===== src/sv/hdop_pkg.sv =====
// ----------------------------------------------------------------------------
// hdop_pkg
// Shared constants for the Hamming-distance-one pair finder: default sizes,
// field widths and the codes carried on the request and response channels.
// ----------------------------------------------------------------------------
package hdop_pkg;

   // Default sizing of the word store.
   localparam int MAX_WORDS_DEF = 64;
   localparam int WORD_BITS_DEF = 32;

   // Fixed widths of the channel fields.
   localparam int REQ_WORD_W  = 32;
   localparam int RSP_INDEX_W = 6;
   localparam int RSP_WORD_W  = 32;
   localparam int RSP_TOTAL_W = 11;
   localparam int STATUS_W    = 2;

   // Request kinds.
   localparam logic KIND_ADD   = 1'b0;
   localparam logic KIND_CLEAR = 1'b1;

   // Closing status codes.
   localparam logic [STATUS_W-1:0] STAT_STORED    = 2'd0;
   localparam logic [STATUS_W-1:0] STAT_DUPLICATE = 2'd1;
   localparam logic [STATUS_W-1:0] STAT_FULL      = 2'd2;
   localparam logic [STATUS_W-1:0] STAT_CLEARED   = 2'd3;

   // The running pair total saturates here.
   localparam logic [RSP_TOTAL_W-1:0] TOTAL_MAX = 11'd2047;

   // Most pair responses given for one request; the rest are only counted.
   localparam logic [5:0] PAIR_RSP_LIMIT = 6'd63;

endpackage


===== src/sv/hamming_distance_one_pair_finder.sv =====
// ----------------------------------------------------------------------------
// hamming_distance_one_pair_finder
// Keeps a set of distinct words and reports every stored word that differs
// from a newly added word in exactly one bit.
// ----------------------------------------------------------------------------
// Usage
//   Request channel (req_valid, req_stall, req_kind, req_word): an add
//   request carries a word, a clear request empties the store and zeroes the
//   running pair total. Only the low WORD_BITS bits of req_word are used.
//   Response channel (rsp_valid, rsp_stall, rsp_*): an add produces one pair
//   response per one-bit neighbour, in store order, then one closing status
//   response with rsp_last high. Duplicate, full and clear requests give the
//   status response alone.
//   The words live in a single-port-write, registered-read memory. An add
//   makes two scans over the N stored words, one read per cycle unless a
//   stalled response holds the second: the first looks for an equal word,
//   the second for one-bit neighbours. A full store skips the second scan,
//   and every response that waits on rsp_stall delays the request further.
//   One request is handled at a time; req_stall is high while one is busy.
//   A stalled response holds the neighbour scan at the matching entry until
//   the transfer completes, so nothing is lost.
//   Reset empties the store (the count returns to zero, no clearing pass is
//   needed) and zeroes the pair total.
// ----------------------------------------------------------------------------
module hamming_distance_one_pair_finder #(
   parameter int MAX_WORDS = hdop_pkg::MAX_WORDS_DEF,
   parameter int WORD_BITS = hdop_pkg::WORD_BITS_DEF
) (
   input  logic                                 clock,
   input  logic                                 reset,
   input  logic                                 req_valid,
   output logic                                 req_stall,
   input  logic                                 req_kind,
   input  logic [hdop_pkg::REQ_WORD_W-1:0]      req_word,
   output logic                                 rsp_valid,
   input  logic                                 rsp_stall,
   output logic                                 rsp_is_pair,
   output logic [hdop_pkg::RSP_INDEX_W-1:0]     rsp_earlier_index,
   output logic [hdop_pkg::RSP_INDEX_W-1:0]     rsp_new_index,
   output logic [hdop_pkg::RSP_WORD_W-1:0]      rsp_earlier_word,
   output logic [hdop_pkg::STATUS_W-1:0]        rsp_status,
   output logic [hdop_pkg::RSP_TOTAL_W-1:0]     rsp_pair_total,
   output logic                                 rsp_last
);

   localparam int IDX_W = $clog2(MAX_WORDS);
   localparam int CNT_W = $clog2(MAX_WORDS + 1);
   localparam int XW    = hdop_pkg::RSP_INDEX_W;
   localparam int TW    = hdop_pkg::RSP_TOTAL_W;

   // Controller states.
   localparam logic [1:0] ST_IDLE = 2'd0;
   localparam logic [1:0] ST_DUP  = 2'd1;
   localparam logic [1:0] ST_PAIR = 2'd2;
   localparam logic [1:0] ST_STAT = 2'd3;

   // Control and working registers.
   logic [1:0]                    state_ff, state_in;
   logic [WORD_BITS-1:0]          word_ff, word_in;
   logic [CNT_W-1:0]              count_ff, count_in;
   logic [TW-1:0]                 pairs_ff, pairs_in;
   logic [CNT_W-1:0]              rd_idx_ff, rd_idx_in;
   logic                          chk_vld_ff, chk_vld_in;
   logic [IDX_W-1:0]              chk_idx_ff, chk_idx_in;
   logic [5:0]                    emit_cnt_ff, emit_cnt_in;
   logic [hdop_pkg::STATUS_W-1:0] stat_code_ff, stat_code_in;
   logic [IDX_W-1:0]              stat_idx_ff, stat_idx_in;

   // Response register.
   logic                          rsp_valid_ff, rsp_valid_in;
   logic                          rsp_is_pair_ff, rsp_is_pair_in;
   logic [XW-1:0]                 rsp_earlier_index_ff, rsp_earlier_index_in;
   logic [XW-1:0]                 rsp_new_index_ff, rsp_new_index_in;
   logic [hdop_pkg::RSP_WORD_W-1:0] rsp_earlier_word_ff, rsp_earlier_word_in;
   logic [hdop_pkg::STATUS_W-1:0] rsp_status_ff, rsp_status_in;
   logic [TW-1:0]                 rsp_pair_total_ff, rsp_pair_total_in;
   logic                          rsp_last_ff, rsp_last_in;

   // Word store and its registered read port.
   logic [WORD_BITS-1:0]          store_mem [MAX_WORDS];
   logic [WORD_BITS-1:0]          rd_data_ff;
   logic                          mem_rd_en;
   logic                          mem_we;

   // Helper values.
   logic [WORD_BITS+hdop_pkg::REQ_WORD_W-1:0] req_word_ext;
   logic [WORD_BITS+hdop_pkg::RSP_WORD_W-1:0] rd_word_ext;
   logic [IDX_W+XW-1:0]           chk_idx_ext;
   logic [IDX_W+XW-1:0]           stat_idx_ext;
   logic [IDX_W+XW-1:0]           count_idx_ext;
   logic [WORD_BITS-1:0]          diff;
   logic [WORD_BITS-1:0]          diff_m1;
   logic                          one_bit;
   logic                          dup_hit;
   logic                          pair_hit;
   logic                          need_rsp;
   logic                          rsp_free;
   logic                          scan_done;
   logic [TW-1:0]                 pairs_inc;

   assign req_word_ext  = {{WORD_BITS{1'b0}}, req_word};
   assign rd_word_ext   = {{hdop_pkg::RSP_WORD_W{1'b0}}, rd_data_ff};
   assign chk_idx_ext   = {{XW{1'b0}}, chk_idx_ff};
   assign stat_idx_ext  = {{XW{1'b0}}, stat_idx_ff};
   assign count_idx_ext = {{XW{1'b0}}, count_ff[IDX_W-1:0]};

   // Compare of the entry just read with the word being added.
   assign diff     = rd_data_ff ^ word_ff;
   assign diff_m1  = diff - WORD_BITS'(1);
   assign one_bit  = (diff != '0) && ((diff & diff_m1) == '0);
   assign dup_hit  = chk_vld_ff && (rd_data_ff == word_ff);
   assign pair_hit = chk_vld_ff && one_bit;
   assign need_rsp = pair_hit && (emit_cnt_ff < hdop_pkg::PAIR_RSP_LIMIT);

   assign rsp_free  = !rsp_valid_ff || !rsp_stall;
   assign scan_done = !chk_vld_ff && (rd_idx_ff == count_ff);
   assign pairs_inc = (pairs_ff == hdop_pkg::TOTAL_MAX) ? pairs_ff : pairs_ff + TW'(1);

   assign req_stall = (state_ff != ST_IDLE);

   // Next-state logic of the controller, the scans and the response register.
   always_comb begin
      state_in             = state_ff;
      word_in              = word_ff;
      count_in             = count_ff;
      pairs_in             = pairs_ff;
      rd_idx_in            = rd_idx_ff;
      chk_vld_in           = chk_vld_ff;
      chk_idx_in           = chk_idx_ff;
      emit_cnt_in          = emit_cnt_ff;
      stat_code_in         = stat_code_ff;
      stat_idx_in          = stat_idx_ff;
      rsp_valid_in         = rsp_valid_ff && rsp_stall;
      rsp_is_pair_in       = rsp_is_pair_ff;
      rsp_earlier_index_in = rsp_earlier_index_ff;
      rsp_new_index_in     = rsp_new_index_ff;
      rsp_earlier_word_in  = rsp_earlier_word_ff;
      rsp_status_in        = rsp_status_ff;
      rsp_pair_total_in    = rsp_pair_total_ff;
      rsp_last_in          = rsp_last_ff;
      mem_rd_en            = 1'b0;
      mem_we               = 1'b0;

      case (state_ff)
         ST_IDLE: begin
            if (req_valid) begin
               if (req_kind == hdop_pkg::KIND_CLEAR) begin
                  count_in     = '0;
                  pairs_in     = '0;
                  stat_code_in = hdop_pkg::STAT_CLEARED;
                  stat_idx_in  = '0;
                  state_in     = ST_STAT;
               end else begin
                  word_in    = req_word_ext[WORD_BITS-1:0];
                  rd_idx_in  = '0;
                  chk_vld_in = 1'b0;
                  state_in   = ST_DUP;
               end
            end
         end

         // First scan: look for a stored word equal to the new one.
         ST_DUP: begin
            if (dup_hit) begin
               stat_code_in = hdop_pkg::STAT_DUPLICATE;
               stat_idx_in  = chk_idx_ff;
               state_in     = ST_STAT;
            end else if (scan_done) begin
               if (count_ff == CNT_W'(MAX_WORDS)) begin
                  stat_code_in = hdop_pkg::STAT_FULL;
                  stat_idx_in  = '0;
                  state_in     = ST_STAT;
               end else begin
                  rd_idx_in   = '0;
                  chk_vld_in  = 1'b0;
                  emit_cnt_in = '0;
                  state_in    = ST_PAIR;
               end
            end else if (rd_idx_ff < count_ff) begin
               mem_rd_en  = 1'b1;
               chk_vld_in = 1'b1;
               chk_idx_in = rd_idx_ff[IDX_W-1:0];
               rd_idx_in  = rd_idx_ff + CNT_W'(1);
            end else begin
               chk_vld_in = 1'b0;
            end
         end

         // Second scan: report one-bit neighbours; a stalled response holds it.
         ST_PAIR: begin
            if (!(need_rsp && !rsp_free)) begin
               if (pair_hit) begin
                  pairs_in = pairs_inc;
               end
               if (need_rsp) begin
                  rsp_valid_in         = 1'b1;
                  rsp_is_pair_in       = 1'b1;
                  rsp_earlier_index_in = chk_idx_ext[XW-1:0];
                  rsp_new_index_in     = count_idx_ext[XW-1:0];
                  rsp_earlier_word_in  = rd_word_ext[hdop_pkg::RSP_WORD_W-1:0];
                  rsp_status_in        = hdop_pkg::STAT_STORED;
                  rsp_pair_total_in    = pairs_inc;
                  rsp_last_in          = 1'b0;
                  emit_cnt_in          = emit_cnt_ff + 6'd1;
               end
               if (scan_done) begin
                  mem_we       = 1'b1;
                  count_in     = count_ff + CNT_W'(1);
                  stat_code_in = hdop_pkg::STAT_STORED;
                  stat_idx_in  = count_ff[IDX_W-1:0];
                  state_in     = ST_STAT;
               end else if (rd_idx_ff < count_ff) begin
                  mem_rd_en  = 1'b1;
                  chk_vld_in = 1'b1;
                  chk_idx_in = rd_idx_ff[IDX_W-1:0];
                  rd_idx_in  = rd_idx_ff + CNT_W'(1);
               end else begin
                  chk_vld_in = 1'b0;
               end
            end
         end

         // Closing status response.
         ST_STAT: begin
            if (rsp_free) begin
               rsp_valid_in         = 1'b1;
               rsp_is_pair_in       = 1'b0;
               rsp_earlier_index_in = '0;
               rsp_new_index_in     = stat_idx_ext[XW-1:0];
               rsp_earlier_word_in  = '0;
               rsp_status_in        = stat_code_ff;
               rsp_pair_total_in    = pairs_ff;
               rsp_last_in          = 1'b1;
               state_in             = ST_IDLE;
            end
         end

         default: begin
            state_in = ST_IDLE;
         end
      endcase
   end

   // Control registers.
   always_ff @(posedge clock) begin
      if (reset) begin
         state_ff     <= ST_IDLE;
         count_ff     <= '0;
         pairs_ff     <= '0;
         chk_vld_ff   <= 1'b0;
         rsp_valid_ff <= 1'b0;
      end else begin
         state_ff     <= state_in;
         count_ff     <= count_in;
         pairs_ff     <= pairs_in;
         chk_vld_ff   <= chk_vld_in;
         rsp_valid_ff <= rsp_valid_in;
      end
   end

   // Payload and working registers.
   always_ff @(posedge clock) begin
      word_ff              <= word_in;
      rd_idx_ff            <= rd_idx_in;
      chk_idx_ff           <= chk_idx_in;
      emit_cnt_ff          <= emit_cnt_in;
      stat_code_ff         <= stat_code_in;
      stat_idx_ff          <= stat_idx_in;
      rsp_is_pair_ff       <= rsp_is_pair_in;
      rsp_earlier_index_ff <= rsp_earlier_index_in;
      rsp_new_index_ff     <= rsp_new_index_in;
      rsp_earlier_word_ff  <= rsp_earlier_word_in;
      rsp_status_ff        <= rsp_status_in;
      rsp_pair_total_ff    <= rsp_pair_total_in;
      rsp_last_ff          <= rsp_last_in;
   end

   // Word store: one write port at the fill count, one registered read port.
   always_ff @(posedge clock) begin
      if (mem_we) begin
         store_mem[count_ff[IDX_W-1:0]] <= word_ff;
      end
   end

   always_ff @(posedge clock) begin
      if (mem_rd_en) begin
         rd_data_ff <= store_mem[rd_idx_ff[IDX_W-1:0]];
      end
   end

   // Response ports.
   assign rsp_valid         = rsp_valid_ff;
   assign rsp_is_pair       = rsp_is_pair_ff;
   assign rsp_earlier_index = rsp_earlier_index_ff;
   assign rsp_new_index     = rsp_new_index_ff;
   assign rsp_earlier_word  = rsp_earlier_word_ff;
   assign rsp_status        = rsp_status_ff;
   assign rsp_pair_total    = rsp_pair_total_ff;
   assign rsp_last          = rsp_last_ff;

endmodule


===== config.mk =====
export PLATFORM = sky130hd
export DESIGN_NAME = hamming_distance_one_pair_finder
export DESIGN_NICKNAME = d
export VERILOG_FILES = /design/src/sv/hdop_pkg.sv /design/src/sv/hamming_distance_one_pair_finder.sv
export SDC_FILE = /design/constraint.sdc
export NUM_CORES = 2
export LEC_CHECK = 0
export BUFFER_PORTS_ARGS = -buffer_cell sky130_fd_sc_hd__buf_4
export CORE_MARGIN = 2
export CORE_UTILIZATION = 40
export DETAILED_ROUTE_END_ITERATION = 10
export GPL_TIMING_DRIVEN = 0
export PLACE_DENSITY = 0.52
export SYNTH_ARGS = -nofsm -noshare
export SYNTH_HDL_FRONTEND = slang
export SYNTH_SLANG_ARGS = --single-unit

===== constraint.sdc =====
create_clock -name clock -period 7.81 [get_ports clock]
set_input_delay 1.9525 -clock clock [delete_from_list [all_inputs] [get_ports clock]]
set_output_delay 1.9525 -clock clock [all_outputs]
set_load 0.01 [all_outputs]

; Word-level counts from Yosys, hierarchy flattened
; Memories as Yosys holds them, arrays and structs flattened. A register that Yosys moved wholly into a read port is not among the register bits.
; Cells that the tools add are included.
[classes]
n_addsub = 5
n_lt_le_gt_ge = 2
eq_ne = 22
mux = 106
bitwise = 3
n_reduce_logical = 29
[ops]
columns = cell, count
row1 = 2-to-1 mux 6 bit, 22
row2 = 2-to-1 mux 32 bit, 3
row3 = 2-to-1 mux 11 bit, 8
row4 = 2-to-1 mux 7 bit, 12
row5 = one-hot mux 32 bit (2 select lines), 1
row6 = one-hot mux 6 bit (2 select lines), 4
row7 = one-hot mux 11 bit (2 select lines), 2
row8 = 2-to-1 mux 2 bit, 17
row9 = AND 32 bit, 1
row10 = equality test 32 bit, 1
row11 = zero test 32 bit, 1
row12 = nonzero test 32 bit, 1
row13 = "subtractor 32 x 1 -> 32 bit, second input constant", 1
row14 = XOR 32 bit, 1
row15 = 2-to-1 mux 1 bit, 26
row16 = "!= test 2 bit, second input constant", 12
row17 = one-hot mux 7 bit (3 select lines), 1
row18 = one-hot mux 6 bit (3 select lines), 1
row19 = AND reduction 5 bit, 3
row20 = "adder 7 x 1 -> 7 bit, second input constant", 2
row21 = one-hot mux 7 bit (2 select lines), 1
row22 = AND reduction 7 bit, 2
row23 = "adder 11 x 1 -> 11 bit, second input constant", 1
row24 = "equality test 11 bit, second input constant", 1
row25 = other kinds (23), 42
[totals]
regBits = 140
mem_bits_rw = 2048
input_bits = 37
wordCells = 186
memories = 1
[mem_list]
columns = name, words, word_bits, read_ports, rd_ports_with_merged_regs, write_ports, line_no
row1 = store_mem, 64, 32, 1, 1, 1, hamming_distance_one_pair_finder.sv:80  ; logic [WORD_BITS-1:0] store_mem [MAX_WORDS];

; Longest topological paths before layout
[logic_depth]
word_depth = 12
ltp_mapped = 15
ltp_nobuf = 11

; Worst setup path before layout
; No wires, ideal clock.
[synth_path]
kind = register -> register
start = reg word_ff[6]
end = reg rsp_earlier_index_ff[0] (netlist: rsp_earlier_index[0]) (enable)
arrival_ps = 6477
setup_slack_ps = 837
path_stages_with_launch = 9
n_path_buf = 0
synth_period_minus_slack_ps = 6973
cell_sequence = edfxtp_1 > xor2_1 > or4_4 > nor4_4 > nand3_1 > a221oi_2 > nand4_2 > or4_1 > a21oi_1
[synth_between]
elab_chain_cells = 10
elab_cells_between_ends = 12
[synth_rtl]
columns = element, line_no
row1 = from (decl), hamming_distance_one_pair_finder.sv:59  ; logic [WORD_BITS-1:0] word_ff, word_in;
row2 = from (signal assigned), hamming_distance_one_pair_finder.sv:263  ; word_ff <= word_in;
row3 = XOR 32 bit (*), hamming_distance_one_pair_finder.sv:108  ; assign diff = rd_data_ff ^ word_ff;
row4 = subtractor 32 x 1 -> 32 bit, hamming_distance_one_pair_finder.sv:109  ; assign diff_m1 = diff - WORD_BITS'(1);
row5 = AND 32 bit, hamming_distance_one_pair_finder.sv:110  ; assign one_bit = (diff != '0) && ((diff & diff_m1) == '0);
row6 = zero test 32 bit, hamming_distance_one_pair_finder.sv:110
row7 = logical AND 1 bit (*), hamming_distance_one_pair_finder.sv:110
row8 = logical AND 1 bit (*), hamming_distance_one_pair_finder.sv:112  ; assign pair_hit = chk_vld_ff && one_bit;
row9 = logical AND 1 bit (*), hamming_distance_one_pair_finder.sv:113  ; assign need_rsp = pair_hit && (emit_cnt_ff < hdop_pkg::PAIR_RSP_LIMIT);
row10 = logical AND 1 bit, hamming_distance_one_pair_finder.sv:191  ; if (!(need_rsp && !rsp_free)) begin
row11 = != test 2 bit (no source line), --
row12 = AND reduction 4 bit (no source line) (*), --
row13 = to (signal assigned), hamming_distance_one_pair_finder.sv:270  ; rsp_earlier_index_ff <= rsp_earlier_index_in;
row14 = to (decl), hamming_distance_one_pair_finder.sv:72  ; logic [XW-1:0] rsp_earlier_index_ff, rsp_earlier_index_in;
; Mark *: on every way between the ends. The rest lies on a longest branch, timed or not.
; A chain may end at the register's enable or synchronous reset.

; Final worst setup path
[layout_path]
start = reg rd_idx_ff[0]
end = mem store_mem[57][18] in the netlist's numbering (enable)
[layout_between]
elab_chain_cells = 7
[layout_rtl]
columns = element, line_no
row1 = from (decl), hamming_distance_one_pair_finder.sv:62  ; logic [CNT_W-1:0] rd_idx_ff, rd_idx_in;
row2 = from (signal assigned), hamming_distance_one_pair_finder.sv:264  ; rd_idx_ff <= rd_idx_in;
row3 = equality test 7 bit, hamming_distance_one_pair_finder.sv:116  ; assign scan_done = !chk_vld_ff && (rd_idx_ff == count_ff);
row4 = logical AND 1 bit, hamming_distance_one_pair_finder.sv:116
row5 = 2-to-1 mux 1 bit, hamming_distance_one_pair_finder.sv:206  ; if (scan_done) begin
row6 = 2-to-1 mux 1 bit, hamming_distance_one_pair_finder.sv:191
row7 = 2-to-1 mux 1 bit, hamming_distance_one_pair_finder.sv:144  ; case (state_ff)
row8 = 2-to-1 mux 1 bit, hamming_distance_one_pair_finder.sv:280  ; if (mem_we) begin
row9 = 2-to-1 mux 1 bit (implied by the code), hamming_distance_one_pair_finder.sv:281  ; store_mem[count_ff[IDX_W-1:0]] <= word_ff;
row10 = to (decl), hamming_distance_one_pair_finder.sv:80
; No other way between the ends.

==> flow_summary.toml <==
[critical_path]
startpoint = "rd_idx_ff[0]"
r2r_slack_ps = 340
cp.required_ps = 8350
cp-end-kind = "register"
critPathKind = "reg2reg"
regToRegEndpoint = "store_mem[57][18]"
r2r-start = "rd_idx_ff[0]"
worstSetupStartpointType = "register"
crit_fanout = 18
arrival_ps = 8010
worstRegToRegCells = 13
crit_end = "store_mem[57][18]"

[floorplan]
core-area_um2 = 212100
initial_core_util_pct = 40.26
num_rows = 169
die_area_um2 = 217200
ios = 98
fp.dieW_um = 466
dieHeight_um = 466

[layout]
fillers = 17200
drive_gt1_share_pct = 30.94
multiInputGateArea_um2 = 18680
seq_area_um2 = 66440
areaGrowthSynthToFinish_pct = 18.23
nNetsFinal = 4161
final_util_pct = 47.59

[logic_synthesis]
seq_area_frac_synth_pct = 77.82
async_flop_share_pct = 0
yosysUniqueCellTypes = 59
synth-edff-count = 2198
synth_area_um2 = 85380
yosysWarnings = 0
avgSynthCellArea_um2 = 23.60
syn-instance-count = 3618
synthFlopType = "edfxtp_1"
syn_nets = 3671
ys_ff_latch = 2220

[clock_network]
cts_num_sinks = 2220
hold_buffers = 0
ctsLongestPathBuffers = 3
clk_pin_slew_ps = 60
cts_setup_buffers = 0
tritoncts.num_buffers = 231
ctsRootBufferMaster = "clkbuf_16"
h-tree-depth = 4
cts_resized = 0
clock_latency_ps = 880
cts_tree = "built"

[power_and_ir_drop]
p_leak_nw = 30.82
peakVddDrop_uv = 254.7
powerDensity_nw_per_um2 = 334.3

[timing]
slew_headroom_pct = 0.2092
setup_viol_count_final = 0
fmax_mhz = 133.8
tightest_slew_ps = 1497
period_share_pct = 95.66
rsz0062_at_grt = "false"
finalWorstSetupSlack_ps = 338.9
hold_violations = 0
min_period_ps = 7471
drv_slew = 0
skew_ps = 55.16
worst_hold_slack_ps = 523.0

[route]
drt_wl_total_mm = 249.8
antenna_left = 0
drcViolationCount = 0
drt-initial-drc-count = 4871
drt-wirelength-per-cell_um = 35.07
via_count = 41360
via_per_inst = 5.807
detail_route.first_pass.iterations = 8

[global_route]
grt.overflow.total = 0
antenna_found_initial = 6
grt_pass1_wl_mm = 342.0
grt_max_degree = 34
grt_pass1_vias = 41170
groute.usage.overall_pct = 22.96

[hold_path]
hp-class = "reg2reg"

[outcome]
outcome = "finished, violations left"
violations = "max-capacitance violations"

[placement]
port_buffers = 97
gp_congestion = 0.8960
dpl_worst_slack_ps = 379.8
dp_hpwl_mm = 168.5

[job]
max_cap_viol_count = 1
## final cells by class
type / instances / area share, %
inverters: 25 / 0.09297
clock buffers: 298 / 5.997
well taps: 2821 / 3.497
plain buffers: 173 / 0.6706
repair buffers: 257 / 4.284
multi-input cells: 1200 / 18.50
clock inverters: 125 / 1.119
flip-flops and latches: 2220 / 65.83
diodes: 3 / 0.007438
## flip-flops by register name, summed over array words and instances (netlist names)
register           flops
rd_data_ff            32
stat_idx_ff            6
count_ff               7
stat_code_ff           2
word_ff               32
pairs_ff              11
rsp_earlier_index      6
rd_idx_ff              7
store_mem           2048
rsp_earlier_word      32
state_ff               2
chk_vld_ff             1
rsp_pair_total        11
rsp_new_index          6
rsp_valid              1
emit_cnt_ff            6
rsp_last               1
chk_idx_ff             6
rsp_is_pair            1
rsp_status             2
## cells in the mapped netlist, types with 13 or more instances
cell | count | area share [%]
a31oi_1 | 14 | 0.10
nor3_1 | 13 | 0.076
inv_1 | 24 | 0.11
nor2b_1 | 46 | 0.34
clkbuf_1 | 118 | 0.52
mux4_2 | 657 | 17
xnor2_1 | 30 | 0.31
edfxtp_1 | 2198 | 77
o21ai_0 | 38 | 0.22
mux2i_1 | 16 | 0.19
a21oi_1 | 30 | 0.18
nor2_1 | 102 | 0.45
mux2_2 | 15 | 0.20
ha_1 | 16 | 0.23
xor2_1 | 22 | 0.23
nand3_1 | 26 | 0.15
dfxtp_1 | 22 | 0.52
nand2_1 | 65 | 0.29
buf_1 | 49 | 0.22
## cell usage in the layout (no fill, tap or decap), types with 22 or more instances in the layout
master and instances:
edfxtp_1 2198, mux4_2 657, clkbuf_16 232, clkbuf_1 178, buf_4 98, buf_12 81, buf_16 66, nand2_1 65
nor2_4 63, clkinv_1 53, nor2b_1 46, buf_1 44, nor2_1 39, o21ai_0 38, clkinv_2 36, xnor2_1 30
a21oi_1 29, nand3_1 26, inv_1 24, xor2_1 22, dfxtp_1 22
## worst min-delay path by stage
stage,from,slack [ps],depth (start not counted),end
floorplan,rd_idx_ff[4],450,0,chk_idx_ff[4]
global placement,pairs_ff[3],490,1,pairs_ff[3]
detailed placement,pairs_ff[3],500,1,pairs_ff[3]
CTS,pairs_ff[3],520,1,pairs_ff[3]
global route,pairs_ff[3],540,1,pairs_ff[3]
finish,pairs_ff[3],520,1,pairs_ff[3]
## through the flow
step                cell area, µm²   TNS, ps  power, mW  std cells
CTS                         100900         0      34.07       7118
detailed placement           93730         0      23.55       6695
finish                      100900         0      33.74       7122
floorplan                    85380         0      19.50       3618
global route                100900         0      34.75       7120
global placement             89630  -5171780      23.28       6536
## critical path, cell delays in order, from the launching register on
cell	delay, ps
edfxtp_1	430
clkbuf_2	570
buf_2	440
buf_1	860
buf_1	920
inv_1	190
ha_1	350
nand4_1	120
nor4_1	720
nand2_1	350
nor2_1	290
nand3_1	560
nor2_4	940
buf_12	280
## cells by family (layout without fill, tap and decap cells)
kind of cell               after synthesis  count (layout)  share of synthesized area, %
buffers and inverters                  198             878                        0.8866
other                                    0               3                             0
DFF                                   2220            2220                         77.82
AOI/OAI and AO/OA                      127             127                        0.9379
xor gates and xnor gates                52              52                        0.5334
muxes                                  688             688                         17.72
adders and majority gates               17              17                        0.2462
and+or+nand+nor                        316             316                         1.855
## routing by layer
metal  GRT usage [%]  share of wire (%)  vias to the layer above
met5               0             0.0052                        -
met4           5.952                2.5                        2
met3           3.457                6.5                      309
met2           37.46                 49                     1673
met1           32.49                 42                    22840
li1                -                  -                    16530
## report_power, final
group | switching [mW] | internal [mW] | total [mW]
logic | 5.40 | 3.94 | 9.34
registers | 0.211 | 13.6 | 13.8
clock network | 4.59 | 5.98 | 10.6
total | 10.2 | 23.5 | 33.7
No activity file was read; power rests on OpenSTA's default activity.
